===== src/hw/rtl/otle_pkg.sv =====
`default_nettype none
package otle_pkg;
    localparam int DEPTH = 16;
    localparam int ID_BITS = 16;
    localparam int IDX_W = $clog2(DEPTH);
    localparam int CNT_W = $clog2(DEPTH + 1);

    typedef enum logic [2:0] {
        K_APPEND = 3'd0, K_PUSH_HEAD = 3'd1, K_REMOVE_ID = 3'd2,
        K_POP_HEAD = 3'd3, K_LOOKUP = 3'd4, K_NEXT = 3'd5,
        K_NOP6 = 3'd6, K_NOP7 = 3'd7
    } t_kind;

    typedef enum logic [1:0] {
        ST_DONE = 2'd0, ST_MISS = 2'd1, ST_EMPTY = 2'd2, ST_FULL = 2'd3
    } t_status;

    typedef enum logic [1:0] {S_IDLE, S_MATCH, S_UPDATE, S_OUT} t_state;

    typedef struct packed {
        logic [2:0]  kind;
        logic [15:0] ticket_id;
        logic [15:0] customer_tag;
        logic [15:0] ride_tag;
    } t_req;

    typedef struct packed {
        logic [1:0]  status;
        logic [15:0] entry_id;
        logic [15:0] entry_customer;
        logic [15:0] entry_ride;
        logic [4:0]  entry_count;
    } t_rsp;

    // controller to datapath
    typedef struct packed {
        logic load;
        logic match;
        logic update;
    } t_cmd;
endpackage
`default_nettype wire


===== src/hw/rtl/otle_if.sv =====
`default_nettype none
interface otle_req_if;
    logic valid;
    logic ready;
    otle_pkg::t_req data;
    modport source (output valid, output data, input ready);
    modport sink (input valid, input data, output ready);
endinterface

interface otle_rsp_if;
    logic valid;
    logic ready;
    otle_pkg::t_rsp data;
    modport source (output valid, output data, input ready);
    modport sink (input valid, input data, output ready);
endinterface
`default_nettype wire


===== src/hw/rtl/otle_ctrl.sv =====
`default_nettype none
module otle_ctrl (
    input  wire logic i_clk,
    input  wire logic i_rst_n,
    input  wire logic i_req_valid,
    output logic      o_req_ready,
    output logic      o_rsp_valid,
    input  wire logic i_rsp_ready,
    output otle_pkg::t_cmd o_cmd
);
    otle_pkg::t_state r_state, n_state;

    always_ff @(posedge i_clk) begin
        if (!i_rst_n) r_state <= otle_pkg::S_IDLE;
        else          r_state <= n_state;
    end

    always_comb begin
        n_state = r_state;
        o_req_ready = 1'b0;
        o_rsp_valid = 1'b0;
        o_cmd = '0;
        unique case (r_state)
            otle_pkg::S_IDLE: begin
                o_req_ready = 1'b1;
                o_cmd.load = i_req_valid;
                if (i_req_valid) n_state = otle_pkg::S_MATCH;
            end
            otle_pkg::S_MATCH: begin
                o_cmd.match = 1'b1;
                n_state = otle_pkg::S_UPDATE;
            end
            otle_pkg::S_UPDATE: begin
                o_cmd.update = 1'b1;
                n_state = otle_pkg::S_OUT;
            end
            otle_pkg::S_OUT: begin
                o_rsp_valid = 1'b1;
                if (i_rsp_ready) n_state = otle_pkg::S_IDLE;
            end
            default: n_state = otle_pkg::S_IDLE;
        endcase
    end
endmodule
`default_nettype wire


===== src/hw/rtl/otle_dp.sv =====
`default_nettype none
module otle_dp (
    input  wire logic i_clk,
    input  wire logic i_rst_n,
    input  wire otle_pkg::t_cmd i_cmd,
    input  wire otle_pkg::t_req i_req,
    output otle_pkg::t_rsp o_rsp
);
    localparam int D = otle_pkg::DEPTH;
    localparam int IW = otle_pkg::IDX_W;
    localparam int CW = otle_pkg::CNT_W;
    localparam int IB = otle_pkg::ID_BITS < 16 ? otle_pkg::ID_BITS : 16;

    logic [15:0] r_ids [D];
    logic [15:0] r_cus [D];
    logic [15:0] r_rds [D];
    logic [CW-1:0] r_fill;
    otle_pkg::t_req r_req;
    logic [D-1:0] r_hit;
    otle_pkg::t_rsp r_rsp;
    otle_pkg::t_rsp n_rsp;

    logic [15:0] w_id;
    logic [D-1:0] w_hit;
    logic [IW-1:0] w_pos;
    logic w_any;
    logic w_full, w_empty;
    logic [IW-1:0] w_rm;
    logic w_do_rm;
    logic [IW-1:0] w_rep;
    logic [IW-1:0] w_nx2;
    logic [CW-1:0] w_fill_n;

    assign w_id = {{(16 - IB){1'b0}}, i_req.ticket_id[IB-1:0]};
    assign w_full = (r_fill == CW'(D));
    assign w_empty = (r_fill == '0);

    // one comparator per slot
    always_comb begin
        for (int k = 0; k < D; k++)
            w_hit[k] = (r_ids[k] == r_req.ticket_id) && (CW'(k) < r_fill);
    end

    // first hit from the head, taken from registered hit vector
    always_comb begin
        w_pos = '0;
        w_any = 1'b0;
        for (int k = D - 1; k >= 0; k--)
            if (r_hit[k]) begin
                w_pos = IW'(k);
                w_any = 1'b1;
            end
    end

    always_ff @(posedge i_clk) begin
        if (i_cmd.load) begin
            r_req <= {i_req.kind, w_id, i_req.customer_tag, i_req.ride_tag};
        end
        if (i_cmd.match) begin
            r_hit <= w_hit;
        end
    end

    // update: shift slots and build the response (pos from hit vector)
    assign w_nx2 = ({1'b0, w_pos} + (IW+1)'(1) >= (IW+1)'(r_fill)) ? '0 : w_pos + IW'(1);

    always_comb begin
        w_rm = '0;
        w_do_rm = 1'b0;
        if (!w_empty) begin
            if (r_req.kind == otle_pkg::K_POP_HEAD) w_do_rm = 1'b1;
            if (r_req.kind == otle_pkg::K_REMOVE_ID && w_any) begin
                w_do_rm = 1'b1;
                w_rm = w_pos;
            end
        end
        w_rep = (r_req.kind == otle_pkg::K_NEXT) ? w_nx2 :
                (r_req.kind == otle_pkg::K_POP_HEAD) ? '0 : w_pos;
    end

    always_comb begin
        w_fill_n = r_fill;
        if ((r_req.kind == otle_pkg::K_APPEND || r_req.kind == otle_pkg::K_PUSH_HEAD)
            && !w_full) w_fill_n = r_fill + CW'(1);
        if (w_do_rm) w_fill_n = r_fill - CW'(1);
    end

    always_ff @(posedge i_clk) begin
        if (!i_rst_n) begin
            r_fill <= '0;
        end else if (i_cmd.update) begin
            r_fill <= w_fill_n;
        end
    end

    always_ff @(posedge i_clk) begin
        if (i_cmd.update) begin
            if (r_req.kind == otle_pkg::K_APPEND && !w_full) begin
                r_ids[r_fill[IW-1:0]] <= r_req.ticket_id;
                r_cus[r_fill[IW-1:0]] <= r_req.customer_tag;
                r_rds[r_fill[IW-1:0]] <= r_req.ride_tag;
            end else if (r_req.kind == otle_pkg::K_PUSH_HEAD && !w_full) begin
                for (int k = D - 1; k > 0; k--) begin
                    r_ids[k] <= r_ids[k-1];
                    r_cus[k] <= r_cus[k-1];
                    r_rds[k] <= r_rds[k-1];
                end
                r_ids[0] <= r_req.ticket_id;
                r_cus[0] <= r_req.customer_tag;
                r_rds[0] <= r_req.ride_tag;
            end else if (w_do_rm) begin
                for (int k = 0; k < D - 1; k++)
                    if (IW'(k) >= w_rm) begin
                        r_ids[k] <= r_ids[k+1];
                        r_cus[k] <= r_cus[k+1];
                        r_rds[k] <= r_rds[k+1];
                    end
            end
        end
    end

    always_comb begin
        n_rsp = '0;
        n_rsp.entry_count = 5'(w_fill_n);
        if (r_req.kind == otle_pkg::K_APPEND || r_req.kind == otle_pkg::K_PUSH_HEAD) begin
            n_rsp.status = w_full ? otle_pkg::ST_FULL : otle_pkg::ST_DONE;
        end else if (r_req.kind <= otle_pkg::K_NEXT) begin
            if (w_empty) n_rsp.status = otle_pkg::ST_EMPTY;
            else if (r_req.kind != otle_pkg::K_POP_HEAD && !w_any)
                n_rsp.status = otle_pkg::ST_MISS;
            else begin
                n_rsp.status = otle_pkg::ST_DONE;
                n_rsp.entry_id = r_ids[w_rep];
                n_rsp.entry_customer = r_cus[w_rep];
                n_rsp.entry_ride = r_rds[w_rep];
            end
        end else begin
            n_rsp.status = otle_pkg::ST_DONE;
        end
    end

    always_ff @(posedge i_clk) begin
        if (i_cmd.update) begin
            r_rsp <= n_rsp;
        end
    end

    assign o_rsp = r_rsp;
endmodule
`default_nettype wire


===== src/hw/rtl/ordered_ticket_list_engine.sv =====
// An accepted request passes through match and update; the response is valid in the out state.
// Requests are not overlapped: each passes through idle, match, update and out, and a stalled
// response holds off the next request.
// The slot compare runs across all entries at once in match; shifts finish in update.
// Reset: synchronous active-low i_rst_n clears the count and controller; slot data
// stays undefined until written.
`default_nettype none
module ordered_ticket_list_engine (
    input wire logic i_clk,
    input wire logic i_rst_n,
    otle_req_if.sink   i_req,
    otle_rsp_if.source o_rsp
);
    otle_pkg::t_cmd w_cmd;

    // controller: sequences load, match and update, then holds the response
    otle_ctrl u_ctrl (
        .i_clk(i_clk), .i_rst_n(i_rst_n),
        .i_req_valid(i_req.valid), .o_req_ready(i_req.ready),
        .o_rsp_valid(o_rsp.valid), .i_rsp_ready(o_rsp.ready),
        .o_cmd(w_cmd)
    );

    // datapath: slots, fill count, compare and shift
    otle_dp u_dp (
        .i_clk(i_clk), .i_rst_n(i_rst_n),
        .i_cmd(w_cmd), .i_req(i_req.data), .o_rsp(o_rsp.data)
    );
endmodule
`default_nettype wire


===== src/flat_wrapper.sv =====
// flat-port wrapper written by rule: the top's interface ports become plain ports
module ordered_ticket_list_engine_flat 
  (i_clk, i_rst_n, i_req_valid, i_req_data, i_req_ready, o_rsp_valid, o_rsp_data, o_rsp_ready);
  otle_req_if i_req_i ();
  otle_rsp_if o_rsp_i ();
  input wire logic i_clk;
  input wire logic i_rst_n;
  input wire logic [$bits(i_req_i.valid)-1:0] i_req_valid;
  input wire logic [$bits(i_req_i.data)-1:0] i_req_data;
  output wire logic [$bits(i_req_i.ready)-1:0] i_req_ready;
  output wire logic [$bits(o_rsp_i.valid)-1:0] o_rsp_valid;
  output wire logic [$bits(o_rsp_i.data)-1:0] o_rsp_data;
  input wire logic [$bits(o_rsp_i.ready)-1:0] o_rsp_ready;
  assign i_req_i.valid = i_req_valid;
  assign i_req_i.data = i_req_data;
  assign i_req_ready = i_req_i.ready;
  assign o_rsp_valid = o_rsp_i.valid;
  assign o_rsp_data = o_rsp_i.data;
  assign o_rsp_i.ready = o_rsp_ready;
  ordered_ticket_list_engine u_core (.i_clk(i_clk), .i_rst_n(i_rst_n), .i_req(i_req_i), .o_rsp(o_rsp_i));
endmodule

===== config.mk =====
export PLATFORM = sky130hd
export DESIGN_NAME = ordered_ticket_list_engine_flat
export DESIGN_NICKNAME = d
export VERILOG_FILES = /design/src/hw/rtl/otle_pkg.sv /design/src/hw/rtl/otle_if.sv /design/src/hw/rtl/otle_ctrl.sv /design/src/hw/rtl/otle_dp.sv /design/src/hw/rtl/ordered_ticket_list_engine.sv /design/src/flat_wrapper.sv
export SDC_FILE = /design/constraint.sdc
export NUM_CORES = 2
export LEC_CHECK = 0
export ABC_AREA = 1
export BUFFER_PORTS_ARGS = -buffer_cell sky130_fd_sc_hd__buf_2
export CELL_PAD_IN_SITES_DETAIL_PLACEMENT = 0
export CELL_PAD_IN_SITES_GLOBAL_PLACEMENT = 1
export CORE_MARGIN = 2
export CORE_UTILIZATION = 45
export DETAILED_ROUTE_END_ITERATION = 12
export PLACE_DENSITY = 0.76
export SYNTH_ARGS = -nofsm -noshare
export SYNTH_HDL_FRONTEND = slang
export SYNTH_HIERARCHICAL = 1
export SYNTH_SLANG_ARGS = --single-unit

===== constraint.sdc =====
create_clock -name i_clk -period 17.4 [get_ports i_clk]
set_input_delay 2.61 -clock i_clk [delete_from_list [all_inputs] [get_ports i_clk]]
set_output_delay 2.61 -clock i_clk [all_outputs]
set_load 0.02 [all_outputs]

==> Word level (Yosys, flattened, before mapping) <==
Memories as Yosys holds them, arrays and structs flattened. A register that Yosys moved wholly into a read port is not among the register bits.
Cells that the tools add are included.
W data, S select, Z words.
{ "classes": {"bitwise": 46, "n_eq_ne": 27, "n_shift": 0, "reduce_logical": 32, "n_lt_le_gt_ge": 33, "n_mux": 206, "mul": 0, "add_sub_neg": 4, "div": 0} }
{ "ops": {"columns": ["op", "n"], "rows": [
  ["$mux W16", 48],
  ["$eq A16 B16 Y1", 16],
  ["$mux W1", 125],
  ["$mux W4", 24],
  ["$reduce_or A16 Y1", 3],
  ["$or A1 B1 Y1", 45],
  ["$lt A4 B5 Y1 const A", 8],
  ["$ge A4 B4 Y1 const A", 7],
  ["$logic_and A1 B1 Y1", 21],
  ["$lt A3 B5 Y1 const A", 4],
  ["$ge A3 B4 Y1 const A", 4],
  ["$mux W2", 6],
  ["$lt A1 B5 Y1 const A", 2],
  ["$lt A2 B5 Y1 const A", 2],
  ["$mux W5", 2],
  ["$ge A1 B4 Y1 const A", 2],
  ["$ge A2 B4 Y1 const A", 2],
  ["$pmux W2 S4", 1],
  ["$eq A3 B2 Y1 const B", 2],
  ["$add A4 B1 Y5 const B", 1],
  ["$add A5 B1 Y5 const B", 1],
  ["$eq A5 B5 Y1 const B", 1],
  ["$ge A5 B5 Y1", 1],
  ["$logic_not A5 Y1", 1],
  ["other kinds (16)", 19]
]} }
{ "totals": {"ff_bits": 81, "in_bits": 55, "latch_bits": 0, "mem_bits_rw": 768, "romBits": 0, "mem_count": 3, "output_inout_bits": 57} }
{ "mem_list": {"columns": ["name", "depth", "width", "rd", "rd_ports_with_merged_regs", "write_ports", "line_no", "source"], "rows": [
  ["u_core.u_dp.r_cus", 16, 16, 17, 1, 16, "otle_dp.sv:15", "logic [15:0] r_cus [D];"],
  ["u_core.u_dp.r_ids", 16, 16, 17, 1, 16, "otle_dp.sv:14", "logic [15:0] r_ids [D];"],
  ["u_core.u_dp.r_rds", 16, 16, 17, 1, 16, "otle_dp.sv:16", "logic [15:0] r_rds [D];"]
]} }

==> Logic depth before layout (Yosys ltp) <==
{ "logic_depth": {"word_depth": 27, "ltp_mapped": 37} }

==> Cells and area by module <==
Netlist, hierarchy kept.
{ "modules_own_cells": {"columns": ["mod", "cells_per_inst", "n_inst", "area_each_um2"], "rows": [
  ["otle_dp", 6681, 1, 53363.7],
  ["otle_ctrl", 24, 1, 168.9]
]} }

==> Worst setup path after synthesis <==
No wires, ideal clock.
{ "synth_timing": {"path_kind": "flip-flop to flip-flop", "startpoint": "register u_core.u_ctrl.r_state[0]", "endpoint": "memory u_core.u_dp.r_cus[10][0] (enable)", "required_ns": 16.780, "path_buffers": 0, "t_arrival_ns": 8.088, "path_stages_with_launch": 9, "path_slack_ns": 8.692, "setup_time_ns": 0.620, "cell_sequence": "dfxtp_1 inv_1 ha_1 inv_1 nor2_1 inv_1 nor2_1 inv_1 o311ai_0"} }
{ "synth_lines": {"columns": ["item", "line_no", "source"], "rows": [
  ["start, declared", "otle_ctrl.sv:11", "otle_pkg::t_state r_state, n_state;"],
  ["start signal, assigned", "otle_ctrl.sv:14", "if (!i_rst_n) r_state <= otle_pkg::S_IDLE;"],
  ["start signal, assigned", "otle_ctrl.sv:15", "else r_state <= n_state;"],
  ["end, declared", "otle_dp.sv:15", null]
]} }

==> Worst setup path in the final report <==
{ "layout_timing": {"startpoint": "register u_core.u_dp.r_hit[13]", "endpoint": "register u_core/u_dp/o_rsp[36] (netlist name)"} }
{ "layout_via": {"elab_chain_len": 18} }
{ "layout_rtl": {"columns": ["item", "line_no", "source"], "rows": [
  ["start, declared", "otle_dp.sv:19", "logic [D-1:0] r_hit;"],
  ["start signal, assigned", "otle_dp.sv:60", "r_hit <= w_hit;"],
  ["$mux W4 (14 in series)", "otle_dp.sv:49", "if (r_hit[k]) begin"],
  ["$add A4 B1 Y5", "otle_dp.sv:65", "assign w_nx2 = ({1'b0, w_pos} + (IW+1)'(1) >= (IW+1)'(r_fill)) ? '0 : w_pos + IW'(1);"],
  ["$ge A5 B5 Y1", "otle_dp.sv:65", null],
  ["$mux W4", "otle_dp.sv:65", null],
  ["$mux W4", "otle_dp.sv:77", "w_rep = (r_req.kind == otle_pkg::K_NEXT) ? w_nx2 :"]
]} }
Parallel ways exist; a longest one is shown, timed or not.
A chain may end at the register's enable or synchronous reset.

==> run_results.csv <==
group,metric,value,unit
final_layout,fin_cells,8138,
final_layout,final_nets,6586,
clock_tree,clk_pin_slew,0.06,ns
clock_tree,cts_tree,"yes",
floorplanning,core_area,118000,um2
placed_design,hpwl,130,mm
timing,min_period_over_period,38.5,%
logic_synthesis,synthCells,6705,
clock_tree,ctsResizeCount,0,
timing,fin_worst_skew,0.0350,ns
critical_path,r2r-start,"u_core/u_dp/r_hit[13]$_DFFE_PP_",
logic_synthesis,synth_top_area_share,49.9,%
pwr,internal_power,0.00497,W
clock_tree,cts_buffers,107,
worst_hold_path,worstHoldStart,"u_core/u_ctrl/r_state[0]$_SDFFE_PN0P_",
floorplanning,row_count,126,
timing,fin_tns_setup,0,ns
routing,num_vias,51139,
clock_tree,postCtsSetupBuffers,0,
pwr,seqPwrFrac,36.2,%
timing,max_freq,0.149,GHz
timing,max_slew_margin,-5.58,%
pwr,p_switching,0.00362,W
routing,viasPerCell,6.28,
logic_synthesis,synthArstFlopShare,0,%
timing,period_needed,6.70,ns
timing,rsz0062_at_grt,"false",
clock_tree,clock_latency,0.72,ns
global_routing,antenna_found_initial,13,
logic_synthesis,yosys_most_used_dff,"edfxtp_1",
global_routing,grt_pass1_wl,320,mm
routing,drc,0,
logic_synthesis,syn_nets,6775,
logic_synthesis,synth.ff_latch_count,897,
pwr,pwr-share-comb,38.8,%
timing,hold_violations,0,
logic_synthesis,synth_compound_area_share,16.7,%
logic_synthesis,syn_avg_cell_area,7.98,um2
worst_hold_path,min_path_type,"flop to flop",
timing,setup_viol,0,
placed_design,io_buffers,111,
logic_synthesis,yosys.area_share.adder,0.351,%
final_layout,drive_above_1_share,6.35,%
final_layout,final_cell_mix,"1443 x nand2_1, 1356 x o21ai_0, 969 x inv_1, 952 x nand3_1, 890 x edfxtp_1",
critical_path,path_common_cell,"nand2_1",
critical_path,start_kind,"flop",
placed_design,placedCellCount,7943,
final_layout,mostFrequentLayoutCell,"nand2_1",
routing,drtPass1Iterations,9,
logic_synthesis,ys_types,56,
pwr,p_sw_share,42.1,%
logic_synthesis,yosys.area.top_type,"edfxtp_1",
final_layout,area_delta_synth_final,8.73,%
routing,wl,221,mm
global_routing,track_usage,35.5,%
critical_path,endpoint_kind,"flop",
logic_synthesis,yosysWarnings,6,
global_routing,grt_pass1_vias,46966,
logic_synthesis,synth-simple-area-share,20.4,%
outcome,outcome,"finished with violations",
placed_design,gp_congestion,0.961,
global_routing,overflow,0,
clock_tree,numClockSinks,897,
critical_path,critPathMaxFanout,197,
clock_tree,cts_root_buf,"clkbuf_16",
logic_synthesis,synth.area.top_cells,"edfxtp_1 50%, o21ai_0 13%, nand2_1 10%",
floorplanning,io_pins,112,
clock_tree,cts_htree_levels,3,
clock_tree,cts_hold_buf,0,
timing,report.final.slew_viol_count,44,
logic_synthesis,synth_top_family_by_area,"simple AND/OR/NAND/NOR gates",
critical_path,required,17.79,ns
job,cap_violations,1,
floorplanning,die-area,122000,um2
final_layout,regArea,26900,um2
pwr,p_leak,24.6,nW
timing,tightestPinTransition,1.54,ns
critical_path,cp-startpoint,"u_core/u_dp/r_hit[13]$_DFFE_PP_",
critical_path,crit_path_top_delay_cell,"buf_12",
logic_synthesis,synth_xor_area_share,1.37,%
routing,antenna_left,0,
clock_tree,cts_buffer_depth,3,
logic_synthesis,synth_area,53500,um2
logic_synthesis,synth_mux_area_share,0,%
critical_path,max_stage_delay,0.73,ns
pwr,p_clk_share,25.0,%
final_layout,fillers,11462,
logic_synthesis,synth_edf_count,890,
logic_synthesis,ys_seq_area_share,50.2,%
critical_path,crit_type,"flop to flop",
routing,drt_iter0_markers,8011,
global_routing,grt_max_degree,198,
floorplanning,dieWidth,349,um
final_layout,multi_input_area,21000,um2
floorplanning,die_h,349,um
floorplanning,start_util,45.3,%
outcome,violations,"max-capacitance violations, max-slew violations",
critical_path,arrival,7.09,ns
routing,wl_per_cell,27.2,um
pwr,irDropWorstVdd,0.000135,V
pwr,power_density,148,nW/um2
logic make-up (layout without fill, tap and decap cells):
group,Yosys count,count (layout)
adder cells (fa/ha/maj),15,15
AO/OA/AOI/OAI,1672,1672
other,0,3
AND/OR/NAND/NOR,2530,2530
XOR/XNOR,84,84
flip-flops,897,897
buffers and inverters,1507,1401
cells in the mapped netlist, types with 2 or more instances:
| cell type | number |
|---|---|
| a2111oi_0 | 4 |
| a21oi_1 | 71 |
| a221oi_1 | 42 |
| a31oi_1 | 7 |
| a32oi_1 | 2 |
| buf_1 | 57 |
| buf_2 | 118 |
| buf_4 | 17 |
| buf_6 | 5 |
| clkbuf_1 | 304 |
| clkbuf_2 | 11 |
| clkinv_1 | 4 |
| dfxtp_1 | 7 |
| edfxtp_1 | 890 |
| ha_1 | 15 |
| inv_1 | 976 |
| inv_2 | 14 |
| nand2_1 | 1446 |
| nand2_2 | 7 |
| nand3_1 | 954 |
| nand4_1 | 12 |
| nor2_1 | 67 |
| nor3_1 | 2 |
| nor4_1 | 31 |
| o2111ai_1 | 3 |
| o211ai_1 | 37 |
| o211ai_2 | 6 |
| o21a_1 | 3 |
| o21ai_0 | 1361 |
| o21ai_1 | 24 |
| o221ai_1 | 10 |
| o22ai_1 | 84 |
| o311ai_0 | 7 |
| o31ai_1 | 2 |
| or2_1 | 2 |
| xnor2_1 | 25 |
| xor2_1 | 59 |
sequential cells by signal, summed over array words and instances, names as in the netlist:
signal,flops
u_core/u_dp/r_cus,256
u_core/u_dp/r_ids,256
u_core/u_dp/r_rds,256
u_core/u_dp/o_rsp,55
u_core/u_dp/r_req,51
u_core/u_dp/r_hit,16
u_core/u_dp/r_fill,5
u_core/u_ctrl/r_state,2
worst max-delay path, delay by kind of cell (launching register included):
kind	cells	cell delay (ns)
AO/OA/AOI/OAI	4	0.52
adder cells (fa/ha/maj)	2	0.50
buffers and inverters	5	1.22
flip-flops	1	0.39
AND/OR/NAND/NOR	24	3.31
path summary, 6_finish.rpt:
path / slack [ns] / endpoint / cells past startpoint
worst max register to register: 10.70 / u_core/u_dp/o_rsp[36]$_SDFFCE_PP0P_ / 35
worst min register to register: 0.55 / u_core/u_ctrl/r_state[0]$_SDFFE_PN0P_ / 2
worst min-delay path: 0.55 / u_core/u_ctrl/r_state[0]$_SDFFE_PN0P_ / 2
worst max-delay path: 10.70 / u_core/u_dp/o_rsp[36]$_SDFFCE_PP0P_ / 35
layout make-up:
cell class / count / area share [%]
inverters: 995 / 6.48
clock inverters: 55 / 0.598
flip-flops and latches: 897 / 46.2
diodes: 3 / 0.0129
well taps: 1536 / 3.30
clock buffers: 137 / 4.94
multi-input cells: 4301 / 36.1
repair buffers: 214 / 2.39
metrics by stage:
| step | instance area, um2 | util, % | total power [W] | hold slack (ns) | setup WS (ns) |
|---|---|---|---|---|---|
| final | 58200 | 49.3 | 0.00859 | 0.549 | 10.70 |
| after global routing | 58200 | 49.3 | 0.00897 | 0.574 | 10.38 |
| after CTS | 58200 | 49.3 | 0.00849 | 0.549 | 10.90 |
| after detailed placement | 55000 | 46.6 | 0.00635 | 0.546 | 10.94 |
| after global placement | 55000 | 46.6 | 0.00631 | 0.529 | 10.91 |
| after floorplan | 53500 | - | 0.00518 | 0.492 | 8.69 |
power by group through the flow:
| stage | Clock, W | Combinational [W] | Sequential (W) |
|---|---|---|---|
| finish | 0.00215 | 0.00334 | 0.00311 |
| detailed placement | 0 | 0.00321 | 0.00314 |
| global placement | 0 | 0.00318 | 0.00313 |
| global route | 0.00225 | 0.00359 | 0.00313 |
| floorplan | 0 | 0.00204 | 0.00315 |
| CTS | 0.00217 | 0.00322 | 0.00310 |
routing by layer:
layer	part of all wire (%)	vias up	global-route usage (%)
met5	0.030	-	0
met4	4.5	10	14.3
met3	13	565	8.32
met2	42	3624	52.5
met1	40	24634	50.0
li1	-	22306	-
Power figures use the tool's default switching activity.
